### config.mk
export PLATFORM = sky130hd
export DESIGN_NAME = pcx_planar_rle_decoder_flat
export DESIGN_NICKNAME = d
export VERILOG_FILES = /design/src/hdl/pcx_pkg.sv /design/src/hdl/pcx_if.sv /design/src/hdl/pcx_planar_rle_decoder.sv /design/src/hdl/pcx_pos_unit.sv /design/src/hdl/pcx_seq.sv /design/src/flat_wrapper.sv
export VERILOG_INCLUDE_DIRS = /design/src /design/src/hdl
export SDC_FILE = /design/constraint.sdc
export NUM_CORES = 1
export LEC_CHECK = 0
export BUFFER_PORTS_ARGS = -buffer_cell sky130_fd_sc_hd__buf_2
export CELL_PAD_IN_SITES_DETAIL_PLACEMENT = 0
export CELL_PAD_IN_SITES_GLOBAL_PLACEMENT = 2
export CORE_ASPECT_RATIO = 1.2
export CORE_MARGIN = 1.5
export CORE_UTILIZATION = 43
export DETAILED_ROUTE_END_ITERATION = 8
export PLACE_DENSITY_LB_ADDON = 0.08
export SYNTH_ARGS = -nofsm -noshare
export SYNTH_HDL_FRONTEND = slang
export SYNTH_HIERARCHICAL = 1
export SYNTH_SLANG_ARGS = --single-unit
export TNS_END_PERCENT = 1
### constraint.sdc
create_clock -name i_clk -period 8.4 [get_ports i_clk]
set_input_delay 1.68 -clock i_clk [delete_from_list [all_inputs] [get_ports i_clk]]
set_output_delay 1.68 -clock i_clk [all_outputs]
set_load 0.01 [all_outputs]
### src/hdl/assert_macros.svh
// Assertion macros used by the decoder sequencer.
`ifndef ASSERT_MACROS_SVH
`define ASSERT_MACROS_SVH

// Property checked at every rising clock edge outside reset.
`define PCX_ASSERT(lbl, clk, rst_n, prop, msg) \
    lbl: assert property (@(posedge clk) disable iff (!rst_n) (prop)) else $error(msg);

// Antecedent in one cycle implies consequent in the next.
`define PCX_ASSERT_NEXT(lbl, clk, rst_n, ante, cons, msg) \
    lbl: assert property (@(posedge clk) disable iff (!rst_n) (ante) |=> (cons)) \
        else $error(msg);

`endif

### src/hdl/pcx_pkg.sv
// Types and constants of the planar PCX run-length decoder.
`default_nettype none
package pcx_pkg;

    localparam int unsigned CODE_W  = 8;
    localparam int unsigned POS_W   = 16;
    localparam int unsigned PLANE_W = 2;
    localparam int unsigned RUN_W   = 6;
    localparam int unsigned CFG_IDX_W = 2;

    localparam logic [CODE_W-1:0]  MARK_BITS  = 8'hC0;
    localparam logic [CODE_W-1:0]  COUNT_BITS = 8'h3F;
    localparam logic [PLANE_W:0]   PLANES     = 3'd3;

    localparam logic [CFG_IDX_W-1:0] REG_BPL    = 2'd0;
    localparam logic [CFG_IDX_W-1:0] REG_WIDTH  = 2'd1;
    localparam logic [CFG_IDX_W-1:0] REG_HEIGHT = 2'd2;

    localparam logic [POS_W-1:0] CFG_RESET = 16'd1;

    typedef struct packed {
        logic [POS_W-1:0] bytes_per_line;
        logic [POS_W-1:0] image_width;
        logic [POS_W-1:0] image_height;
    } t_cfg;

    typedef struct packed {
        logic [POS_W-1:0]   column;
        logic [PLANE_W-1:0] plane;
        logic [POS_W-1:0]   row;
    } t_pos;

    typedef struct packed {
        t_pos nxt;
        logic visible;
        logic line_end;
        logic pic_end;
    } t_adv;

    typedef struct packed {
        logic [CODE_W-1:0]  pixel_byte;
        logic [POS_W-1:0]   row_index;
        logic [POS_W-1:0]   column_index;
        logic [PLANE_W-1:0] plane_index;
        logic               run_last;
    } t_pix;

endpackage
`default_nettype wire

### src/hdl/pcx_if.sv
// Handshake interfaces for code, pixel and configuration channels.
`default_nettype none
interface pcx_code_if;
    logic                       valid;
    logic                       ready;
    logic [pcx_pkg::CODE_W-1:0] code_byte;
    modport source (output valid, output code_byte, input ready);
    modport sink   (input valid, input code_byte, output ready);
endinterface

interface pcx_pix_if;
    logic                        valid;
    logic                        ready;
    logic [pcx_pkg::CODE_W-1:0]  pixel_byte;
    logic [pcx_pkg::POS_W-1:0]   row_index;
    logic [pcx_pkg::POS_W-1:0]   column_index;
    logic [pcx_pkg::PLANE_W-1:0] plane_index;
    logic                        run_last;
    modport source (output valid, output pixel_byte, output row_index,
                    output column_index, output plane_index, output run_last,
                    input ready);
    modport sink   (input valid, input pixel_byte, input row_index,
                    input column_index, input plane_index, input run_last,
                    output ready);
endinterface

interface pcx_cfg_if;
    logic                          valid;
    logic                          ready;
    logic [pcx_pkg::CFG_IDX_W-1:0] index;
    logic [pcx_pkg::POS_W-1:0]     data;
    modport source (output valid, output index, output data, input ready);
    modport sink   (input valid, input index, input data, output ready);
endinterface
`default_nettype wire

### src/hdl/pcx_planar_rle_decoder.sv
// Top level of the planar PCX run-length decoder.
// Channels: i_code takes one compressed byte per request, o_pix gives decoded
// bytes tagged with row, column and plane, i_cfg writes bytes_per_line (0),
// image_width (1) and image_height (2); i_cfg is always ready.
// After a literal is accepted, the sequencer passes through one placement
// state and one flush state before the next request can be taken. A marker
// byte is absorbed without leaving the idle state. A run of n bytes places
// them one after another through the shared position unit, fewer when the
// scanline ends first, then enters the flush state. Each result waits in the
// held register until the next visible placement or the flush state moves it on.
// Results pass through one output register; while the receiver stalls,
// the sequencer holds in its current byte and i_code stays not ready.
// Padding columns give no result but still take a placement step each.
// After the last scanline every request is taken and dropped until reset.
// Reset clears the position, the pending marker and the end-of-picture
// flag, empties the output register and sets all three registers to 1.
`default_nettype none
module pcx_planar_rle_decoder (
    input  wire  i_clk,
    input  wire  i_rst_n,
    pcx_code_if.sink  i_code,
    pcx_pix_if.source o_pix,
    pcx_cfg_if.sink   i_cfg
);
    import pcx_pkg::*;

    t_cfg r_cfg;
    t_pix out;

    assign i_cfg.ready = 1'b1;

    always_ff @(posedge i_clk) begin
        if (!i_rst_n) begin
            r_cfg.bytes_per_line <= CFG_RESET;
            r_cfg.image_width    <= CFG_RESET;
            r_cfg.image_height   <= CFG_RESET;
        end else if (i_cfg.valid) begin
            case (i_cfg.index)
                REG_BPL:    r_cfg.bytes_per_line <= i_cfg.data;
                REG_WIDTH:  r_cfg.image_width    <= i_cfg.data;
                REG_HEIGHT: r_cfg.image_height   <= i_cfg.data;
                default: begin
                end
            endcase
        end
    end

    pcx_seq u_seq (
        .i_clk       (i_clk),
        .i_rst_n     (i_rst_n),
        .i_in_valid  (i_code.valid),
        .o_in_ready  (i_code.ready),
        .i_code_byte (i_code.code_byte),
        .i_cfg       (r_cfg),
        .o_out_valid (o_pix.valid),
        .i_out_ready (o_pix.ready),
        .o_out       (out)
    );

    assign o_pix.pixel_byte   = out.pixel_byte;
    assign o_pix.row_index    = out.row_index;
    assign o_pix.column_index = out.column_index;
    assign o_pix.plane_index  = out.plane_index;
    assign o_pix.run_last     = out.run_last;

endmodule
`default_nettype wire

### src/hdl/pcx_pos_unit.sv
// Shared position advance unit: visibility and column/plane/row wrap.
`default_nettype none
module pcx_pos_unit (
    input  pcx_pkg::t_pos i_pos,
    input  pcx_pkg::t_cfg i_cfg,
    output pcx_pkg::t_adv o_adv
);
    import pcx_pkg::*;

    logic [POS_W:0]   col_inc;
    logic [POS_W:0]   row_inc;
    logic [POS_W:0]   bpl_lim;
    logic [POS_W:0]   hgt_lim;
    logic [PLANE_W:0] plane_inc;
    logic             col_wrap;
    logic             plane_wrap;
    logic             row_wrap;

    // zero in a limit register stands for 65536
    assign bpl_lim   = {i_cfg.bytes_per_line == '0, i_cfg.bytes_per_line};
    assign hgt_lim   = {i_cfg.image_height == '0, i_cfg.image_height};
    assign col_inc   = {1'b0, i_pos.column} + {{POS_W{1'b0}}, 1'b1};
    assign row_inc   = {1'b0, i_pos.row} + {{POS_W{1'b0}}, 1'b1};
    assign plane_inc = {1'b0, i_pos.plane} + {{PLANE_W{1'b0}}, 1'b1};
    assign col_wrap   = col_inc >= bpl_lim;
    assign plane_wrap = plane_inc >= PLANES;
    assign row_wrap   = row_inc >= hgt_lim;

    always_comb begin
        o_adv.visible  = i_pos.column < i_cfg.image_width;
        o_adv.nxt      = i_pos;
        o_adv.line_end = 1'b0;
        o_adv.pic_end  = 1'b0;
        if (col_wrap) begin
            o_adv.nxt.column = '0;
            if (plane_wrap) begin
                o_adv.nxt.plane = '0;
                o_adv.line_end  = 1'b1;
                if (row_wrap) begin
                    o_adv.nxt.row = '0;
                    o_adv.pic_end = 1'b1;
                end else begin
                    o_adv.nxt.row = row_inc[POS_W-1:0];
                end
            end else begin
                o_adv.nxt.plane = plane_inc[PLANE_W-1:0];
            end
        end else begin
            o_adv.nxt.column = col_inc[POS_W-1:0];
        end
    end
endmodule
`default_nettype wire

### src/hdl/pcx_seq.sv
// Decode sequencer: marker parsing, run expansion, held result and output register.
`default_nettype none
`include "assert_macros.svh"
module pcx_seq (
    input  wire                          i_clk,
    input  wire                          i_rst_n,
    input  wire                          i_in_valid,
    output logic                         o_in_ready,
    input  wire [pcx_pkg::CODE_W-1:0]    i_code_byte,
    input  pcx_pkg::t_cfg                i_cfg,
    output logic                         o_out_valid,
    input  wire                          i_out_ready,
    output pcx_pkg::t_pix                o_out
);
    import pcx_pkg::*;

    typedef enum logic [2:0] {
        S_IDLE  = 3'b001,
        S_RUN   = 3'b010,
        S_FLUSH = 3'b100
    } t_state;

    t_state            r_state, n_state;
    t_pos              r_pos, n_pos;
    logic [RUN_W-1:0]  r_pend_len, n_pend_len;
    logic              r_run_pend, n_run_pend;
    logic              r_done, n_done;
    logic [RUN_W-1:0]  r_cnt, n_cnt;
    logic [CODE_W-1:0] r_byte, n_byte;
    logic              r_hold_v, n_hold_v;
    t_pix              r_hold, n_hold;
    logic              r_out_v, n_out_v;
    t_pix              r_out, n_out;
    t_adv              adv;
    logic              out_free;
    logic              stall;

    pcx_pos_unit u_pos (
        .i_pos (r_pos),
        .i_cfg (i_cfg),
        .o_adv (adv)
    );

    assign out_free    = !r_out_v || i_out_ready;
    assign stall       = adv.visible && r_hold_v && !out_free;
    assign o_in_ready  = (r_state == S_IDLE);
    assign o_out_valid = r_out_v;
    assign o_out       = r_out;

    always_comb begin
        n_state    = r_state;
        n_pos      = r_pos;
        n_pend_len = r_pend_len;
        n_run_pend = r_run_pend;
        n_done     = r_done;
        n_cnt      = r_cnt;
        n_byte     = r_byte;
        n_hold_v   = r_hold_v;
        n_hold     = r_hold;
        n_out_v    = r_out_v;
        n_out      = r_out;
        if (r_out_v && i_out_ready) begin
            n_out_v = 1'b0;
        end
        case (r_state)
            S_IDLE: begin
                if (i_in_valid && !r_done) begin
                    if (r_run_pend) begin
                        n_run_pend = 1'b0;
                        n_pend_len = '0;
                        if (r_pend_len != '0) begin
                            n_cnt   = r_pend_len;
                            n_byte  = i_code_byte;
                            n_state = S_RUN;
                        end
                    end else if ((i_code_byte & MARK_BITS) == MARK_BITS) begin
                        n_pend_len = RUN_W'(i_code_byte & COUNT_BITS);
                        n_run_pend = 1'b1;
                    end else begin
                        n_cnt   = RUN_W'(1);
                        n_byte  = i_code_byte;
                        n_state = S_RUN;
                    end
                end
            end
            S_RUN: begin
                if (!stall) begin
                    if (adv.visible) begin
                        if (r_hold_v) begin
                            n_out_v = 1'b1;
                            n_out   = r_hold;
                        end
                        n_hold_v            = 1'b1;
                        n_hold.pixel_byte   = r_byte;
                        n_hold.row_index    = r_pos.row;
                        n_hold.column_index = r_pos.column;
                        n_hold.plane_index  = r_pos.plane;
                        n_hold.run_last     = 1'b0;
                    end
                    n_pos = adv.nxt;
                    if (adv.pic_end) begin
                        n_done = 1'b1;
                    end
                    n_cnt = r_cnt - RUN_W'(1);
                    if (adv.line_end || r_cnt == RUN_W'(1)) begin
                        n_state = S_FLUSH;
                    end
                end
            end
            S_FLUSH: begin
                if (!r_hold_v) begin
                    n_state = S_IDLE;
                end else if (out_free) begin
                    n_out_v        = 1'b1;
                    n_out          = r_hold;
                    n_out.run_last = 1'b1;
                    n_hold_v       = 1'b0;
                    n_state        = S_IDLE;
                end
            end
            default: begin
                n_state = S_IDLE;
            end
        endcase
    end

    always_ff @(posedge i_clk) begin
        if (!i_rst_n) begin
            r_state    <= S_IDLE;
            r_pos      <= '0;
            r_pend_len <= '0;
            r_run_pend <= 1'b0;
            r_done     <= 1'b0;
            r_cnt      <= '0;
            r_hold_v   <= 1'b0;
            r_out_v    <= 1'b0;
        end else begin
            r_state    <= n_state;
            r_pos      <= n_pos;
            r_pend_len <= n_pend_len;
            r_run_pend <= n_run_pend;
            r_done     <= n_done;
            r_cnt      <= n_cnt;
            r_hold_v   <= n_hold_v;
            r_out_v    <= n_out_v;
        end
    end

    always_ff @(posedge i_clk) begin
        r_byte <= n_byte;
        r_hold <= n_hold;
        r_out  <= n_out;
    end

    `PCX_ASSERT(a_idle_no_hold, i_clk, i_rst_n, (r_state != S_IDLE) || !r_hold_v, "held result left in idle")
    `PCX_ASSERT(a_run_count, i_clk, i_rst_n, (r_state != S_RUN) || (r_cnt != '0), "run state with zero count")
    `PCX_ASSERT_NEXT(a_done_ignores, i_clk, i_rst_n, r_done && i_in_valid && o_in_ready, r_state == S_IDLE && r_done, "request taken after picture end")
    `PCX_ASSERT_NEXT(a_flush_last, i_clk, i_rst_n, r_state == S_FLUSH && r_hold_v && out_free, r_out_v && r_out.run_last, "flush did not mark last")

endmodule
`default_nettype wire
### src/flat_wrapper.sv
// flat-port wrapper written by rule: the top's interface ports become plain ports
module pcx_planar_rle_decoder_flat import pcx_pkg::*;
  (i_clk, i_rst_n, i_code_valid, i_code_code_byte, i_code_ready, o_pix_valid, o_pix_pixel_byte, o_pix_row_index, o_pix_column_index, o_pix_plane_index, o_pix_run_last, o_pix_ready, i_cfg_valid, i_cfg_index, i_cfg_data, i_cfg_ready);
  pcx_code_if i_code_i ();
  pcx_pix_if o_pix_i ();
  pcx_cfg_if i_cfg_i ();
  input  wire i_clk;
  input  wire i_rst_n;
  input wire logic [$bits(i_code_i.valid)-1:0] i_code_valid;
  input wire logic [$bits(i_code_i.code_byte)-1:0] i_code_code_byte;
  output wire logic [$bits(i_code_i.ready)-1:0] i_code_ready;
  output wire logic [$bits(o_pix_i.valid)-1:0] o_pix_valid;
  output wire logic [$bits(o_pix_i.pixel_byte)-1:0] o_pix_pixel_byte;
  output wire logic [$bits(o_pix_i.row_index)-1:0] o_pix_row_index;
  output wire logic [$bits(o_pix_i.column_index)-1:0] o_pix_column_index;
  output wire logic [$bits(o_pix_i.plane_index)-1:0] o_pix_plane_index;
  output wire logic [$bits(o_pix_i.run_last)-1:0] o_pix_run_last;
  input wire logic [$bits(o_pix_i.ready)-1:0] o_pix_ready;
  input wire logic [$bits(i_cfg_i.valid)-1:0] i_cfg_valid;
  input wire logic [$bits(i_cfg_i.index)-1:0] i_cfg_index;
  input wire logic [$bits(i_cfg_i.data)-1:0] i_cfg_data;
  output wire logic [$bits(i_cfg_i.ready)-1:0] i_cfg_ready;
  assign i_code_i.valid = i_code_valid;
  assign i_code_i.code_byte = i_code_code_byte;
  assign i_code_ready = i_code_i.ready;
  assign o_pix_valid = o_pix_i.valid;
  assign o_pix_pixel_byte = o_pix_i.pixel_byte;
  assign o_pix_row_index = o_pix_i.row_index;
  assign o_pix_column_index = o_pix_i.column_index;
  assign o_pix_plane_index = o_pix_i.plane_index;
  assign o_pix_run_last = o_pix_i.run_last;
  assign o_pix_i.ready = o_pix_ready;
  assign i_cfg_i.valid = i_cfg_valid;
  assign i_cfg_i.index = i_cfg_index;
  assign i_cfg_i.data = i_cfg_data;
  assign i_cfg_ready = i_cfg_i.ready;
  pcx_planar_rle_decoder u_core (.i_clk(i_clk), .i_rst_n(i_rst_n), .i_code(i_code_i), .o_pix(o_pix_i), .i_cfg(i_cfg_i));
endmodule
==> impl_metrics.py <==
metrics = {
    "outcome": {
        "status": "complete, no violations",
    },
    "setup_path": {
        "critical_path_class": "reg2reg",
        "path_cells": "ha_1 > nand3_2 > nor3_1 > and4_1 > xor2_1 > ha_1 > a21o_1 > a21o_1 > a21oi_1 > o311ai_2 > nor2_2 > a22o_1 > nand2_1 > a21boi_1",
        "slowest_delay_ns": 0.61,
        "critPathSlowestCell": "nor2_2",
        "arrival_ns": 4.39,
        "cp-end-kind": "flip-flop",
        "cp_max_fo": 14,
        "start_kind": "flip-flop",
        "worst_ep_required_time_ns": 8.75,
    },
    "clock_network": {
        "cts_resized": 0,
        "clk_pin_slew_ns": 0.07,
        "htreeDepth": 4,
        "clock-sinks": 194,
        "clk_latency_ns": 0.44,
        "ctsHoldBuffers": 0,
        "cts_setup_buffers": 0,
        "cts_buffers": 17,
        "cts_buffer_depth": 2,
        "cts_tree": "done",
        "clockRootBuffer": "clkbuf_16",
    },
    "placement": {
        "placed_area_um2": 9779,
        "dp.cells": 1185,
        "dp_hpwl_um": 14770,
        "io_buffers": 75,
        "gp_congestion": 0.8026,
    },
    "power": {
        "vdd_drop_max_mv": 0.1316,
        "switching_share": 0.2489,
        "clkPwrFrac": 0.405,
        "intPower_mw": 1.488,
        "leakage_nw": 4.141,
        "seqPwrFrac": 0.515,
        "combPwrFrac": 0.081,
        "switchingPower_mw": 0.4932,
        "power.density_nw_per_um2": 191.5,
        "fin_total_pwr_mw": 1.982,
    },
    "sta": {
        "relSlewSlack": 0.1532,
        "rsz0062_at_grt": "false",
        "min_period_ns": 4.046,
        "hold_viol": 0,
        "finalSetupViolCount": 0,
        "max_slew.worst_pin.slew_ns": 1.261,
        "tns_ns": 0,
        "fin_skew_ns": 0.01692,
        "fmax_mhz": 247.1,
        "slew_violations": 0,
        "fin_crit_sh": 0.4817,
    },
    "yosys": {
        "ys_seq_elements": 194,
        "synth_edf_count": 93,
        "ys.flop_type": "dfxtp_1",
        "synth_cell_types": 70,
        "yosysWarningCount": 6,
        "syn-cell-area_um2": 9270,
        "synth_nets": 957,
        "yosysSeqAreaShare": 0.5194,
        "synthArstFlopShare": 0,
        "syn_area_per_cell_um2": 10.62,
        "syn_inst": 873,
    },
    "layout": {
        "drive_gt1_frac": 0.1394,
        "postLayoutCoreUtil": 0.4917,
        "nNetsFinal": 1018,
        "final_area_um2": 10350,
        "finalNonFillerCells": 1217,
        "area_growth_pct": 11.63,
        "fill_cells": 1952,
        "antenna_cells": 0,
    },
    "global_route": {
        "grt_overflow_total": 0,
        "grt.total_usage": 0.1941,
        "grt_pass1_wl_um": 33310,
        "antenna_found_initial": 0,
        "grt_max_degree": 118,
        "grt_pass1_vias": 6264,
    },
    "routing": {
        "wl_per_cell_um": 17.07,
        "vias_per_cell": 5.293,
        "first_pass_iters": 7,
        "drc": 0,
        "wirelength_um": 20770,
        "vias": 6441,
        "drtIter0Drc": 416,
        "postRouteAntennaNets": 0,
    },
    "floorplanning": {
        "dieHeight_um": 163.8,
        "die_x_um": 137.0,
        "start_util": 0.4405,
        "core_area_um2": 21050,
        "die_area_um2": 22450,
        "num_io_pins": 77,
        "rows": 58,
    },
    "run": {
        "maxCapViolCount": 0,
    },
    "hold_path": {
        "hold_class": "reg2reg",
    },
}
==> synth_stat cells, types with 3 or more instances <==
library cell  instances  area, um^2
and3_1                8       50.05
xor2_1               11       96.34
clkbuf_1              7       26.28
a21boi_1             30       225.2
edfxtp_1             93        2793
dfxtp_1             101        2022
nor3_1               13       65.06
nand4_1              16       100.1
and4_1                4       35.03
ha_1                 53       663.1
nor2_1               25       93.84
and2_1                3       18.77
o21ai_1               4       20.02
a22o_1               12       105.1
buf_2                20       100.1
buf_4                 4       30.03
nor3b_1               4       30.03
nand3_1              19       95.09
a21o_1                8       60.06
a21oi_1              20       100.1
nand3b_1              3       22.52
a22oi_1               6       45.04
nor2b_1              35       219.0
a211oi_1              3       22.52
buf_6                 4       45.04
xnor2_1              21       183.9
inv_1                57       214.0
o21ai_0              17       85.08
o21bai_1              4       30.03
nor4_1               13       81.33
mux2i_1              48       480.5
a21boi_0              7       52.55
a31oi_1               3       18.77
nand2_1             153       574.3
==> power groups by stage <==
stage	registers, mW	logic (mW)	clock network, mW
2_1_floorplan	1.04	0.123	0
3_3_place_gp	1.04	0.156	0
3_5_place_dp	1.04	0.160	0
4_1_cts	1.02	0.160	0.822
5_1_grt	1.02	0.177	0.856
6_report	1.02	0.160	0.802
==> placed cells by master, fill, tap and decap left out, types with 12 or more instances in the layout <==
master     count
ha_1          53
nor4_1        13
a22o_1        12
mux2i_1       48
nor2b_1       33
edfxtp_1      93
dfxtp_1      101
nor2_1        25
buf_2         75
nor3_1        13
nand2_1      153
nand3_1       19
o21ai_0       17
inv_1         57
a21boi_1      30
nand4_1       16
a21oi_1       20
xnor2_1       21
clkbuf_16     17
==> layout make-up <==
type                            count  area [um^2]  area share
Clock inverter                     13        136.4     0.01318
Timing Repair Buffer               80        412.9     0.03990
Multi-Input combinational cell    583         3996      0.3862
Clock buffer                       19        432.9     0.04183
Inverter                           58        217.7     0.02104
Tap cell                          270        337.8     0.03264
Sequential cell                   194         4815      0.4652
==> stage by stage <==
step | setup slack [ns] | hold slack (ns)
floorplan | 3.909 | 0.4003
global placement | 4.561 | 0.4031
detailed placement | 4.426 | 0.4045
CTS | 4.379 | 0.4130
global route | 4.038 | 0.4137
finish | 4.354 | 0.4127
==> state kept, by name, summed over array words and instances (netlist names), 3 cells and up <==
register                 count
u_core/u_seq/r_state         3
u_core/u_seq/r_hold         42
u_core/u_seq/r_pos          34
u_core/u_seq/r_pend_len      6
u_core/u_seq/r_cnt           6
u_core/r_cfg                48
u_core/u_seq/o_out          43
u_core/u_seq/r_byte          8
==> critical path, delay by kind of cell, from the launching register on <==
family | cells | cell delay [ns]
DFF | 1 | 0.45
xor gates and xnor gates | 1 | 0.21
adders and majority gates | 2 | 0.61
AOI/OAI and AO/OA | 6 | 1.22
and+or+nand+nor | 5 | 1.45
==> final timing paths <==
path / start / slack, ns / cells after the start / to
max: u_core/u_seq/r_pos[0] / 4.35 / 14 / u_core/u_seq/r_pos[2]
min: u_core/u_seq/r_hold[18] / 0.41 / 0 / u_core/u_seq/o_out[18]
max reg2reg: u_core/u_seq/r_pos[0] / 4.35 / 14 / u_core/u_seq/r_pos[2]
min reg2reg: u_core/u_seq/r_hold[18] / 0.41 / 0 / u_core/u_seq/o_out[18]
==> per-layer routing <==
layer	global-route usage	wire length, um	vias up
li1	-	-	3209
met3	0.02778	516	24
met5	0	0	-
met2	0.2997	9382	140
met4	0.06938	397	0
met1	0.2771	10470	3068
==> cell families (layout without fill, tap and decap cells) <==
group,count (synthesis),after routing,share of synthesized area
xor gates and xnor gates,32,32,0.03023
other,1,1,0.0004045
muxes,50,50,0.05426
buffers and inverters,96,170,0.05115
adders and majority gates,53,53,0.07154
AOI/OAI and AO/OA,136,136,0.1095
and+or+nand+nor,311,311,0.1636
DFF,194,194,0.5194
No activity file was read; power rests on OpenSTA's default activity.
